### config.mk
export PLATFORM = sky130hd
export DESIGN_NAME = cpu_8bit_micro_op_datapath_unit_flat
export DESIGN_NICKNAME = d
export VERILOG_FILES = /design/src/sv/cpu8dp_pkg.sv /design/src/sv/cpu8dp_req_if.sv /design/src/sv/cpu8dp_rsp_if.sv /design/src/sv/cpu_8bit_micro_op_datapath_unit.sv /design/src/sv/cpu8dp_alu.sv /design/src/flat_wrapper.sv
export SDC_FILE = /design/constraint.sdc
export NUM_CORES = 1
export LEC_CHECK = 0
export BUFFER_PORTS_ARGS = -buffer_cell sky130_fd_sc_hd__buf_2
export CAP_MARGIN = 0
export CELL_PAD_IN_SITES_DETAIL_PLACEMENT = 1
export CELL_PAD_IN_SITES_GLOBAL_PLACEMENT = 1
export CORE_MARGIN = 5
export CORE_UTILIZATION = 45
export DETAILED_ROUTE_END_ITERATION = 12
export PLACE_DENSITY = 0.9
export SYNTH_ARGS = -nofsm -noshare
export SYNTH_HDL_FRONTEND = slang
export SYNTH_SLANG_ARGS = --single-unit
### constraint.sdc
create_clock -name clock -period 9.5 [get_ports clock]
set_input_delay 0 -clock clock [delete_from_list [all_inputs] [get_ports clock]]
set_output_delay 0 -clock clock [all_outputs]
set_load 0.02 [all_outputs]
### src/sv/cpu8dp_pkg.sv
`timescale 1ns / 1ps
// ----------------------------------------------------------------------------
// cpu8dp_pkg
// Shared types and constants of the 8-bit micro-op datapath: micro-op
// codes, cycle codes, flag positions and the register file record.
// ----------------------------------------------------------------------------
package cpu8dp_pkg;

   localparam int unsigned CMD_W   = 6;
   localparam int unsigned BYTE_W  = 8;
   localparam int unsigned CYCLE_W = 3;

   // status bit positions
   localparam int unsigned FLAG_C = 0;
   localparam int unsigned FLAG_Z = 1;
   localparam int unsigned FLAG_I = 2;
   localparam int unsigned FLAG_D = 3;
   localparam int unsigned FLAG_V = 6;
   localparam int unsigned FLAG_N = 7;

   // flag keep masks, the N and V mask and the sign extension byte
   localparam logic [BYTE_W-1:0] KEEP_NZ   = 8'h7D;
   localparam logic [BYTE_W-1:0] KEEP_NZC  = 8'h7C;
   localparam logic [BYTE_W-1:0] KEEP_NVZC = 8'h3C;
   localparam logic [BYTE_W-1:0] KEEP_NVZ  = 8'h3D;
   localparam logic [BYTE_W-1:0] MASK_NV   = 8'hC0;
   localparam logic [BYTE_W-1:0] SIGN_EXT  = 8'hFF;

   typedef enum logic [CMD_W-1:0] {
      OP_NOP      = 6'd0,
      OP_INC_S    = 6'd1,
      OP_INC_X    = 6'd2,
      OP_INC_Y    = 6'd3,
      OP_INC_MDR  = 6'd4,
      OP_DEC_S    = 6'd5,
      OP_DEC_X    = 6'd6,
      OP_DEC_Y    = 6'd7,
      OP_DEC_MDR  = 6'd8,
      OP_TAX      = 6'd9,
      OP_TAY      = 6'd10,
      OP_TSX      = 6'd11,
      OP_TXA      = 6'd12,
      OP_TXS      = 6'd13,
      OP_TYA      = 6'd14,
      OP_MDR_PCL  = 6'd15,
      OP_MDR_A    = 6'd16,
      OP_MDR_X    = 6'd17,
      OP_MDR_Y    = 6'd18,
      OP_CLC      = 6'd19,
      OP_CLD      = 6'd20,
      OP_CLI      = 6'd21,
      OP_CLV      = 6'd22,
      OP_SEC      = 6'd23,
      OP_SED      = 6'd24,
      OP_SEI      = 6'd25,
      OP_CMP_A    = 6'd26,
      OP_CMP_X    = 6'd27,
      OP_CMP_Y    = 6'd28,
      OP_ASL_MDR  = 6'd29,
      OP_ASL_A    = 6'd30,
      OP_LSR_MDR  = 6'd31,
      OP_LSR_A    = 6'd32,
      OP_ROL_MDR  = 6'd33,
      OP_ROL_A    = 6'd34,
      OP_ROR_MDR  = 6'd35,
      OP_ROR_A    = 6'd36,
      OP_EOR      = 6'd37,
      OP_AND      = 6'd38,
      OP_ORA      = 6'd39,
      OP_ADC      = 6'd40,
      OP_SBC      = 6'd41,
      OP_BIT      = 6'd42,
      OP_ADDRL_X  = 6'd43,
      OP_ADDRL_Y  = 6'd44,
      OP_PTRL_X   = 6'd45,
      OP_FIX_AH_X = 6'd46,
      OP_FIX_AH   = 6'd47,
      OP_FIX_PCH  = 6'd48,
      OP_BRANCH   = 6'd49,
      OP_LD_MDR   = 6'd50,
      OP_LD_ADDRL = 6'd51,
      OP_LD_ADDRH = 6'd52,
      OP_LD_PTRL  = 6'd53,
      OP_LD_PCL   = 6'd54,
      OP_LD_PCH   = 6'd55
   } op_type;

   typedef enum logic [CYCLE_W-1:0] {
      CYC_NONE      = 3'd0,
      CYC_BR_NOT    = 3'd1,
      CYC_BR_SAME   = 3'd2,
      CYC_BR_CROSS  = 3'd3,
      CYC_FIXUP     = 3'd4
   } cycle_type;

   typedef struct packed {
      logic [BYTE_W-1:0] acc;
      logic [BYTE_W-1:0] x;
      logic [BYTE_W-1:0] y;
      logic [BYTE_W-1:0] sp;
      logic [BYTE_W-1:0] flags;
      logic [BYTE_W-1:0] mdr;
      logic [BYTE_W-1:0] pcl;
      logic [BYTE_W-1:0] pch;
      logic [BYTE_W-1:0] addrl;
      logic [BYTE_W-1:0] addrh;
      logic [BYTE_W-1:0] ptrl;
      logic [BYTE_W-1:0] page_carry;
   } regfile_type;

endpackage

### src/sv/cpu8dp_req_if.sv
`timescale 1ns / 1ps
// ----------------------------------------------------------------------------
// cpu8dp_req_if
// Request channel: one micro-op with its load byte and instruction byte.
// ----------------------------------------------------------------------------
interface cpu8dp_req_if;
   logic       valid;
   logic       ready;
   logic [5:0] cmd;
   logic [7:0] load_byte;
   logic [7:0] opcode;

   modport source (output valid, output cmd, output load_byte, output opcode,
                   input ready);
   modport sink   (input valid, input cmd, input load_byte, input opcode,
                   output ready);
endinterface

### src/sv/cpu8dp_rsp_if.sv
`timescale 1ns / 1ps
// ----------------------------------------------------------------------------
// cpu8dp_rsp_if
// Response channel: the register file after one micro-op plus a cycle code.
// ----------------------------------------------------------------------------
interface cpu8dp_rsp_if;
   logic       valid;
   logic       ready;
   logic [7:0] acc;
   logic [7:0] index_x;
   logic [7:0] index_y;
   logic [7:0] stack_ptr;
   logic [7:0] status;
   logic [7:0] data_reg;
   logic [7:0] pc_low;
   logic [7:0] pc_high;
   logic [7:0] address_low;
   logic [7:0] address_high;
   logic [7:0] pointer_low;
   logic [2:0] next_cycles;

   modport source (output valid, output acc, output index_x, output index_y,
                   output stack_ptr, output status, output data_reg,
                   output pc_low, output pc_high, output address_low,
                   output address_high, output pointer_low,
                   output next_cycles, input ready);
   modport sink   (input valid, input acc, input index_x, input index_y,
                   input stack_ptr, input status, input data_reg,
                   input pc_low, input pc_high, input address_low,
                   input address_high, input pointer_low,
                   input next_cycles, output ready);
endinterface

### src/sv/cpu_8bit_micro_op_datapath_unit.sv
`timescale 1ns / 1ps
// Timing: the input register loads at the accepting edge; execution then
//   writes the register file and the response register once the response
//   register is free to take the result.
// Throughput: one request per cycle, sustained, while the response side takes.
// Reset (synchronous, active high): the register file including the page carry
//   clears to zero and both pipeline stages empty.
// ----------------------------------------------------------------------------
// cpu_8bit_micro_op_datapath_unit
// Register file and ALU of an 8-bit processor data path, one micro-op per
// request, responding with the whole register file and a cycle code.
// ----------------------------------------------------------------------------
module cpu_8bit_micro_op_datapath_unit
   import cpu8dp_pkg::*;
(
   input  logic        clock,
   input  logic        reset,
   cpu8dp_req_if.sink   req,
   cpu8dp_rsp_if.source rsp
);

   // input stage
   logic              in_valid_ff;
   logic [CMD_W-1:0]  cmd_ff;
   logic [BYTE_W-1:0] load_byte_ff;
   logic [BYTE_W-1:0] opcode_ff;

   // architectural state, updated in the execute stage
   regfile_type       rf_ff;
   regfile_type       rf_in;
   cycle_type         cycle_in;

   // response stage
   logic              out_valid_ff;
   regfile_type       out_ff;
   cycle_type         out_cycle_ff;

   logic              out_free;
   logic              exec_go;
   logic              req_take;

   // The response register frees when empty or being taken; the input stage
   // executes whenever the response register can hold its result, so a new
   // request enters every cycle while the consumer keeps up.
   assign out_free  = !out_valid_ff || rsp.ready;
   assign exec_go   = in_valid_ff && out_free;
   assign req.ready = !in_valid_ff || exec_go;
   assign req_take  = req.valid && req.ready;

   cpu8dp_alu u_alu (
      .cur       (rf_ff),
      .cmd       (cmd_ff),
      .load_byte (load_byte_ff),
      .opcode    (opcode_ff),
      .nxt       (rf_in),
      .cycle     (cycle_in)
   );

   // control and architectural state
   always_ff @(posedge clock) begin
      if (reset) begin
         in_valid_ff  <= 1'b0;
         out_valid_ff <= 1'b0;
         rf_ff        <= '0;
      end else begin
         if (req.ready) begin
            in_valid_ff <= req.valid;
         end
         if (out_free) begin
            out_valid_ff <= in_valid_ff;
         end
         if (exec_go) begin
            rf_ff <= rf_in;
         end
      end
   end

   // payload registers
   always_ff @(posedge clock) begin
      if (req_take) begin
         cmd_ff       <= req.cmd;
         load_byte_ff <= req.load_byte;
         opcode_ff    <= req.opcode;
      end
      if (exec_go) begin
         out_ff       <= rf_in;
         out_cycle_ff <= cycle_in;
      end
   end

   // response fields; the page carry helper stays internal
   assign rsp.valid        = out_valid_ff;
   assign rsp.acc          = out_ff.acc;
   assign rsp.index_x      = out_ff.x;
   assign rsp.index_y      = out_ff.y;
   assign rsp.stack_ptr    = out_ff.sp;
   assign rsp.status       = out_ff.flags;
   assign rsp.data_reg     = out_ff.mdr;
   assign rsp.pc_low       = out_ff.pcl;
   assign rsp.pc_high      = out_ff.pch;
   assign rsp.address_low  = out_ff.addrl;
   assign rsp.address_high = out_ff.addrh;
   assign rsp.pointer_low  = out_ff.ptrl;
   assign rsp.next_cycles  = out_cycle_ff;

endmodule

### src/sv/cpu8dp_alu.sv
`timescale 1ns / 1ps
// ----------------------------------------------------------------------------
// cpu8dp_alu
// Combinational execute stage: current register file and one micro-op in,
// next register file and cycle code out.
// ----------------------------------------------------------------------------
module cpu8dp_alu
   import cpu8dp_pkg::*;
(
   input  regfile_type       cur,
   input  logic [CMD_W-1:0]  cmd,
   input  logic [BYTE_W-1:0] load_byte,
   input  logic [BYTE_W-1:0] opcode,
   output regfile_type       nxt,
   output cycle_type         cycle
);

   function automatic logic [BYTE_W-1:0] with_nz(input logic [BYTE_W-1:0] f,
                                                 input logic [BYTE_W-1:0] v);
      logic [BYTE_W-1:0] r;
      r         = f & KEEP_NZ;
      r[FLAG_N] = v[BYTE_W-1];
      r[FLAG_Z] = (v == '0);
      return r;
   endfunction

   function automatic logic [BYTE_W-1:0] with_nzc(input logic [BYTE_W-1:0] f,
                                                  input logic [BYTE_W-1:0] v,
                                                  input logic c);
      logic [BYTE_W-1:0] r;
      r         = f & KEEP_NZC;
      r[FLAG_N] = v[BYTE_W-1];
      r[FLAG_Z] = (v == '0);
      r[FLAG_C] = c;
      return r;
   endfunction

   op_type            op;
   logic              c_in;
   logic [BYTE_W-1:0] cmp_src;
   logic [BYTE_W:0]   cmp_diff;
   logic [BYTE_W-1:0] add_opnd;
   logic [BYTE_W:0]   add_sum;
   logic              add_ovf;
   logic [BYTE_W-1:0] sh_src;
   logic              sh_fill;
   logic [BYTE_W-1:0] shl_val;
   logic [BYTE_W-1:0] shr_val;
   logic [BYTE_W-1:0] idx_opnd;
   logic [BYTE_W:0]   idx_sum;
   logic [BYTE_W:0]   br_sum;
   logic [BYTE_W-1:0] br_carry;
   logic              br_flag;
   logic [BYTE_W-1:0] logic_val;

   assign op   = op_type'(cmd);
   assign c_in = cur.flags[FLAG_C];

   always_comb begin
      case (op)
         OP_CMP_X: cmp_src = cur.x;
         OP_CMP_Y: cmp_src = cur.y;
         default:  cmp_src = cur.acc;
      endcase
   end
   assign cmp_diff = {1'b0, cmp_src} - {1'b0, cur.mdr};

   // SBC is ADC of the complemented operand
   assign add_opnd = (op == OP_SBC) ? ~cur.mdr : cur.mdr;
   assign add_sum  = {1'b0, cur.acc} + {1'b0, add_opnd} + {{BYTE_W{1'b0}}, c_in};
   assign add_ovf  = ~(cur.acc[BYTE_W-1] ^ add_opnd[BYTE_W-1])
                     & (cur.acc[BYTE_W-1] ^ add_sum[BYTE_W-1]);

   always_comb begin
      case (op)
         OP_ASL_A, OP_LSR_A, OP_ROL_A, OP_ROR_A: sh_src = cur.acc;
         default:                                sh_src = cur.mdr;
      endcase
      case (op)
         OP_ROL_MDR, OP_ROL_A, OP_ROR_MDR, OP_ROR_A: sh_fill = c_in;
         default:                                    sh_fill = 1'b0;
      endcase
   end
   assign shl_val = {sh_src[BYTE_W-2:0], sh_fill};
   assign shr_val = {sh_fill, sh_src[BYTE_W-1:1]};

   assign idx_opnd = (op == OP_ADDRL_Y) ? cur.y : cur.x;
   assign idx_sum  = {1'b0, cur.addrl} + {1'b0, idx_opnd};

   // relative branch: high-byte adjustment is carry plus offset sign
   assign br_sum   = {1'b0, cur.pcl} + {1'b0, cur.mdr};
   assign br_carry = {{(BYTE_W-1){1'b0}}, br_sum[BYTE_W]}
                     + (cur.mdr[BYTE_W-1] ? SIGN_EXT : '0);

   // opcode bits 7..6 pick N, V, C or Z
   always_comb begin
      case (opcode[7:6])
         2'd0:    br_flag = cur.flags[FLAG_N];
         2'd1:    br_flag = cur.flags[FLAG_V];
         2'd2:    br_flag = cur.flags[FLAG_C];
         default: br_flag = cur.flags[FLAG_Z];
      endcase
   end

   always_comb begin
      case (op)
         OP_EOR:  logic_val = cur.acc ^ cur.mdr;
         OP_AND:  logic_val = cur.acc & cur.mdr;
         default: logic_val = cur.acc | cur.mdr;
      endcase
   end

   always_comb begin
      nxt   = cur;
      cycle = CYC_NONE;
      case (op)
         OP_INC_S:   nxt.sp = cur.sp + 8'd1;
         OP_INC_X: begin
            nxt.x     = cur.x + 8'd1;
            nxt.flags = with_nz(cur.flags, nxt.x);
         end
         OP_INC_Y: begin
            nxt.y     = cur.y + 8'd1;
            nxt.flags = with_nz(cur.flags, nxt.y);
         end
         OP_INC_MDR: begin
            nxt.mdr   = cur.mdr + 8'd1;
            nxt.flags = with_nz(cur.flags, nxt.mdr);
         end
         OP_DEC_S:   nxt.sp = cur.sp - 8'd1;
         OP_DEC_X: begin
            nxt.x     = cur.x - 8'd1;
            nxt.flags = with_nz(cur.flags, nxt.x);
         end
         OP_DEC_Y: begin
            nxt.y     = cur.y - 8'd1;
            nxt.flags = with_nz(cur.flags, nxt.y);
         end
         OP_DEC_MDR: begin
            nxt.mdr   = cur.mdr - 8'd1;
            nxt.flags = with_nz(cur.flags, nxt.mdr);
         end
         OP_TAX: begin
            nxt.x     = cur.acc;
            nxt.flags = with_nz(cur.flags, cur.acc);
         end
         OP_TAY: begin
            nxt.y     = cur.acc;
            nxt.flags = with_nz(cur.flags, cur.acc);
         end
         OP_TSX: begin
            nxt.x     = cur.sp;
            nxt.flags = with_nz(cur.flags, cur.sp);
         end
         OP_TXA: begin
            nxt.acc   = cur.x;
            nxt.flags = with_nz(cur.flags, cur.x);
         end
         OP_TXS:     nxt.sp = cur.x;
         OP_TYA: begin
            nxt.acc   = cur.y;
            nxt.flags = with_nz(cur.flags, cur.y);
         end
         OP_MDR_PCL: nxt.pcl = cur.mdr;
         OP_MDR_A: begin
            nxt.acc   = cur.mdr;
            nxt.flags = with_nz(cur.flags, cur.mdr);
         end
         OP_MDR_X: begin
            nxt.x     = cur.mdr;
            nxt.flags = with_nz(cur.flags, cur.mdr);
         end
         OP_MDR_Y: begin
            nxt.y     = cur.mdr;
            nxt.flags = with_nz(cur.flags, cur.mdr);
         end
         OP_CLC:     nxt.flags[FLAG_C] = 1'b0;
         OP_CLD:     nxt.flags[FLAG_D] = 1'b0;
         OP_CLI:     nxt.flags[FLAG_I] = 1'b0;
         OP_CLV:     nxt.flags[FLAG_V] = 1'b0;
         OP_SEC:     nxt.flags[FLAG_C] = 1'b1;
         OP_SED:     nxt.flags[FLAG_D] = 1'b1;
         OP_SEI:     nxt.flags[FLAG_I] = 1'b1;
         OP_CMP_A, OP_CMP_X, OP_CMP_Y:
            nxt.flags = with_nzc(cur.flags, cmp_diff[BYTE_W-1:0], ~cmp_diff[BYTE_W]);
         OP_ASL_MDR, OP_ROL_MDR: begin
            nxt.mdr   = shl_val;
            nxt.flags = with_nzc(cur.flags, shl_val, sh_src[BYTE_W-1]);
         end
         OP_ASL_A, OP_ROL_A: begin
            nxt.acc   = shl_val;
            nxt.flags = with_nzc(cur.flags, shl_val, sh_src[BYTE_W-1]);
         end
         OP_LSR_MDR, OP_ROR_MDR: begin
            nxt.mdr   = shr_val;
            nxt.flags = with_nzc(cur.flags, shr_val, sh_src[0]);
         end
         OP_LSR_A, OP_ROR_A: begin
            nxt.acc   = shr_val;
            nxt.flags = with_nzc(cur.flags, shr_val, sh_src[0]);
         end
         OP_EOR, OP_AND, OP_ORA: begin
            nxt.acc   = logic_val;
            nxt.flags = with_nz(cur.flags, logic_val);
         end
         OP_ADC, OP_SBC: begin
            nxt.acc           = add_sum[BYTE_W-1:0];
            nxt.flags         = cur.flags & KEEP_NVZC;
            nxt.flags[FLAG_N] = add_sum[BYTE_W-1];
            nxt.flags[FLAG_V] = add_ovf;
            nxt.flags[FLAG_Z] = (add_sum[BYTE_W-1:0] == '0);
            nxt.flags[FLAG_C] = add_sum[BYTE_W];
         end
         OP_BIT: begin
            nxt.flags         = (cur.flags & KEEP_NVZ) | (cur.mdr & MASK_NV);
            nxt.flags[FLAG_Z] = ((cur.acc & cur.mdr) == '0);
         end
         OP_ADDRL_X, OP_ADDRL_Y: begin
            nxt.addrl      = idx_sum[BYTE_W-1:0];
            nxt.page_carry = {{(BYTE_W-1){1'b0}}, idx_sum[BYTE_W]};
         end
         OP_PTRL_X:  nxt.ptrl = cur.ptrl + cur.x;
         OP_FIX_AH_X: begin
            if (cur.page_carry != '0) begin
               nxt.addrh = cur.addrh + cur.page_carry;
               cycle     = CYC_FIXUP;
            end
         end
         OP_FIX_AH:  nxt.addrh = cur.addrh + cur.page_carry;
         OP_FIX_PCH: nxt.pch   = cur.pch + cur.page_carry;
         OP_BRANCH: begin
            nxt.page_carry = br_carry;
            if (br_flag != opcode[5]) begin
               cycle = CYC_BR_NOT;
            end else begin
               nxt.pcl = br_sum[BYTE_W-1:0];
               cycle   = (br_carry != '0) ? CYC_BR_CROSS : CYC_BR_SAME;
            end
         end
         OP_LD_MDR:   nxt.mdr   = load_byte;
         OP_LD_ADDRL: nxt.addrl = load_byte;
         OP_LD_ADDRH: nxt.addrh = load_byte;
         OP_LD_PTRL:  nxt.ptrl  = load_byte;
         OP_LD_PCL:   nxt.pcl   = load_byte;
         OP_LD_PCH:   nxt.pch   = load_byte;
         default: begin
            nxt   = cur;
            cycle = CYC_NONE;
         end
      endcase
   end

endmodule
### src/flat_wrapper.sv
// flat-port wrapper written by rule: the top's interface ports become plain ports
module cpu_8bit_micro_op_datapath_unit_flat import cpu8dp_pkg::*;
  (clock, reset, req_valid, req_cmd, req_load_byte, req_opcode, req_ready, rsp_valid, rsp_acc, rsp_index_x, rsp_index_y, rsp_stack_ptr, rsp_status, rsp_data_reg, rsp_pc_low, rsp_pc_high, rsp_address_low, rsp_address_high, rsp_pointer_low, rsp_next_cycles, rsp_ready);
  cpu8dp_req_if req_i ();
  cpu8dp_rsp_if rsp_i ();
  input  logic clock;
  input  logic reset;
  input wire logic [$bits(req_i.valid)-1:0] req_valid;
  input wire logic [$bits(req_i.cmd)-1:0] req_cmd;
  input wire logic [$bits(req_i.load_byte)-1:0] req_load_byte;
  input wire logic [$bits(req_i.opcode)-1:0] req_opcode;
  output wire logic [$bits(req_i.ready)-1:0] req_ready;
  output wire logic [$bits(rsp_i.valid)-1:0] rsp_valid;
  output wire logic [$bits(rsp_i.acc)-1:0] rsp_acc;
  output wire logic [$bits(rsp_i.index_x)-1:0] rsp_index_x;
  output wire logic [$bits(rsp_i.index_y)-1:0] rsp_index_y;
  output wire logic [$bits(rsp_i.stack_ptr)-1:0] rsp_stack_ptr;
  output wire logic [$bits(rsp_i.status)-1:0] rsp_status;
  output wire logic [$bits(rsp_i.data_reg)-1:0] rsp_data_reg;
  output wire logic [$bits(rsp_i.pc_low)-1:0] rsp_pc_low;
  output wire logic [$bits(rsp_i.pc_high)-1:0] rsp_pc_high;
  output wire logic [$bits(rsp_i.address_low)-1:0] rsp_address_low;
  output wire logic [$bits(rsp_i.address_high)-1:0] rsp_address_high;
  output wire logic [$bits(rsp_i.pointer_low)-1:0] rsp_pointer_low;
  output wire logic [$bits(rsp_i.next_cycles)-1:0] rsp_next_cycles;
  input wire logic [$bits(rsp_i.ready)-1:0] rsp_ready;
  assign req_i.valid = req_valid;
  assign req_i.cmd = req_cmd;
  assign req_i.load_byte = req_load_byte;
  assign req_i.opcode = req_opcode;
  assign req_ready = req_i.ready;
  assign rsp_valid = rsp_i.valid;
  assign rsp_acc = rsp_i.acc;
  assign rsp_index_x = rsp_i.index_x;
  assign rsp_index_y = rsp_i.index_y;
  assign rsp_stack_ptr = rsp_i.stack_ptr;
  assign rsp_status = rsp_i.status;
  assign rsp_data_reg = rsp_i.data_reg;
  assign rsp_pc_low = rsp_i.pc_low;
  assign rsp_pc_high = rsp_i.pc_high;
  assign rsp_address_low = rsp_i.address_low;
  assign rsp_address_high = rsp_i.address_high;
  assign rsp_pointer_low = rsp_i.pointer_low;
  assign rsp_next_cycles = rsp_i.next_cycles;
  assign rsp_i.ready = rsp_ready;
  cpu_8bit_micro_op_datapath_unit u_core (.clock(clock), .reset(reset), .req(req_i), .rsp(rsp_i));
endmodule
==> metrics.csv <==
metric,value,unit
initial antenna violation count,0,
"EDFF count, synth",106,
Initial Util,45.49,%
maxcap violations,0,
crit-path max cell delay,1.01,ns
pin count of the biggest net entering global routing,68,
CP max FO,55,
"Slew Viols, Final",0,
Detail Placement HPWL,38970,um
WL/cell,27.22,um
Detail Route Antenna Nets,0,
"commonest non-fill, non-tap cell in the layout",nor2_1,
Avg Inst Size Synth,8.704,um^2
clk buf depth,2,
Sw Pwr,0.7498,mW
"Clk pin slew, worst setup/hold paths",0.08,ns
power per cell area,140.1,mW/mm^2
worst path cell trace,buf_4 -> nand2_1 -> nor3_1 -> a22oi_1 -> a21oi_1 -> ha_1 -> nor2b_1 -> o2111ai_1 -> a31oi_1 -> xor2_1 -> a2111o_1 -> or4_1 -> o21a_1,
RD Place Congestion,0.9864,
Pleak,6.433,nW
"CP delay by family, top",simple AND/OR/NAND/NOR gates,
Setup CP Type,reg -> reg,
max reg flops,88,
Final setup viols,0,
Area contributors post-synth,"edfxtp_1 22%, dfxtp_1 13%, ha_1 7.9%, nor2_1 4.2%, nand2_1 4.2%",
Die H,188.4,um
required time worst endpoint,9.74,ns
Max Fclk,190.6,MHz
total wire length,57880,um
crit start category,flip-flop,
area post-placement,0.01515,mm^2
Cells after Synth,1645,
# resized after CTS,0,
Die ar.,0.03549,mm^2
setup TNS,0,ns
CTS tree,done,
First DRT Iteration DRCs,1581,
sinks on the clock net,196,
Internal Power,1.492,mW
Syn. warnings,0,
first-pass GRT wire length,89180,um
outcome,"complete, no violations",
insertion delay to the later sink of the worst-skew pair,0.48,ns
Min Hold Slack,0.2403,ns
max_slew headroom,13.34,%
clock root cell,clkbuf_16,
"FF+latch count, synth",196,
total setup buffers inserted after CTS,0,
# diodes,0,
Comb pwr share,20.2,%
GR Overflow Total,0,
largest area contributor in the netlist,edfxtp_1,
CP Capture Type,flip-flop,
DRC,0,
RSZ-0062 raised after global routing,false,
period utilization,55.22,%
hold_buf cts,20,
post-layout min period,5.246,ns
Fin. Hold Viols,0,
Area Overhead vs Synth,11.73,%
Rows,65,
Clock power frac,36.3,%
slew of the pin with the lowest slew margin,1.300,ns
H-tree Lvls,4,
Biggest register,u_core.rf_ff,
fill count,3683,
Min-Delay Path Class,in -> reg,
count of cell types in the netlist,95,
# port buffers,111,
"commonest non-fill, non-tap cells in the layout","160 x nor2_1, 159 x nand2_1, 111 x buf_2",
vias in the first global route,14990,
fin nets,1836,
Synth Flop Type,edfxtp_1,
asr flop ratio synth,0,%
Die W,188.4,um
peak supply drop,0.0001482,V
TritonCTS Buffers,17,
vias post-DR,14490,
DRT Pass-1 Iters,7,
layout cell share with drive strength beyond 1,13.40,%
"Design Area, Final",0.01600,mm^2
vias per cell,6.813,
Sw Ratio,33.45,%
register area share after synthesis,34.81,%
area share of the largest cell type after synthesis,22.23,%
mapped cell area,0.01432,mm^2
I/O pins,119,
Sequential Power Share,43.6,%
GR Util All Layers,31.97,%
"Slowest-stage cell, CP",nor3_1,
buffers and inverters on the worst path,1,
clk_skew,0.01633,ns
Worst EP arrival,5.48,ns
Core ar.,0.03147,mm^2
## per-layer routing
| layer | share of wire [%] | up-vias | track usage (%) |
|---|---|---|---|
| met1 | 39 | 7177 | 40.78 |
| li1 | - | 6284 | - |
| met2 | 46 | 822 | 51.76 |
| met5 | 0 | - | 0 |
| met4 | 4.8 | 0 | 14.71 |
| met3 | 10 | 202 | 7.280 |
## power groups by stage
stage               registers, mW  clock network [mW]  logic (mW)
floorplan                    1.01                   0       0.272
CTS                         0.974               0.818       0.441
global placement            0.990                   0       0.415
detailed placement          0.993                   0       0.430
finish                      0.976               0.813       0.452
global route                0.979               0.851       0.481
## final cells by class
type	instances	area, um^2	area share (%)
inverters	59	226.5	1.416
multi-input cells	1270	8612	53.83
clock buffers	18	450.4	2.816
repair buffers	167	1026	6.413
well taps	402	503.0	3.144
flip-flops and latches	196	4985	31.16
clock inverters	14	195.2	1.220
## path summary, 6_finish.rpt
path               startpoint  slack [ns]  cells past startpoint                endpoint
max reg2reg  u_core.cmd_ff[1]        4.25                     13    u_core.rsp.status[7]
min reg2reg  u_core.rf_ff[58]        0.48                      2        u_core.rf_ff[58]
max          u_core.cmd_ff[1]        4.25                     13    u_core.rsp.status[7]
min          req_load_byte[5]        0.24                      2  u_core.load_byte_ff[5]
## synth_stat cells (37+ instances only)
library cell  number
clkbuf_1          81
xnor2_1           60
nand3_1           37
dfxtp_1           90
ha_1              90
nand2_1          159
edfxtp_1         106
inv_1             58
a22oi_1           49
nor2_1           160
o21ai_0           74
nor3_1            55
a21oi_1           97
## cell families after synthesis
logic type               Yosys count  share of synthesized area [%]
other                              1                        0.02619
flip-flops                       196                          34.81
adder cells (fa/ha/maj)           99                          9.123
buffers and inverters            180                          5.164
XOR/XNOR                          73                          4.465
AND/OR/NAND/NOR                  584                          20.12
multiplexers                      24                          1.861
AO/OA/AOI/OAI                    488                          24.42
## through the flow
| stage | utilization, % | worst slack [ns] | std cells | total power, mW |
|---|---|---|---|---|
| global route | 50.83 | 3.996 | 2126 | 2.312 |
| detailed placement | 48.14 | 4.512 | 2074 | 1.423 |
| CTS | 50.83 | 4.428 | 2126 | 2.233 |
| global placement | 48.14 | 4.631 | 2074 | 1.404 |
| finish | 50.83 | 4.254 | 2126 | 2.241 |
| floorplan | - | 5.347 | 1646 | 1.278 |
Note: power is estimated with default switching activity, not from simulation.
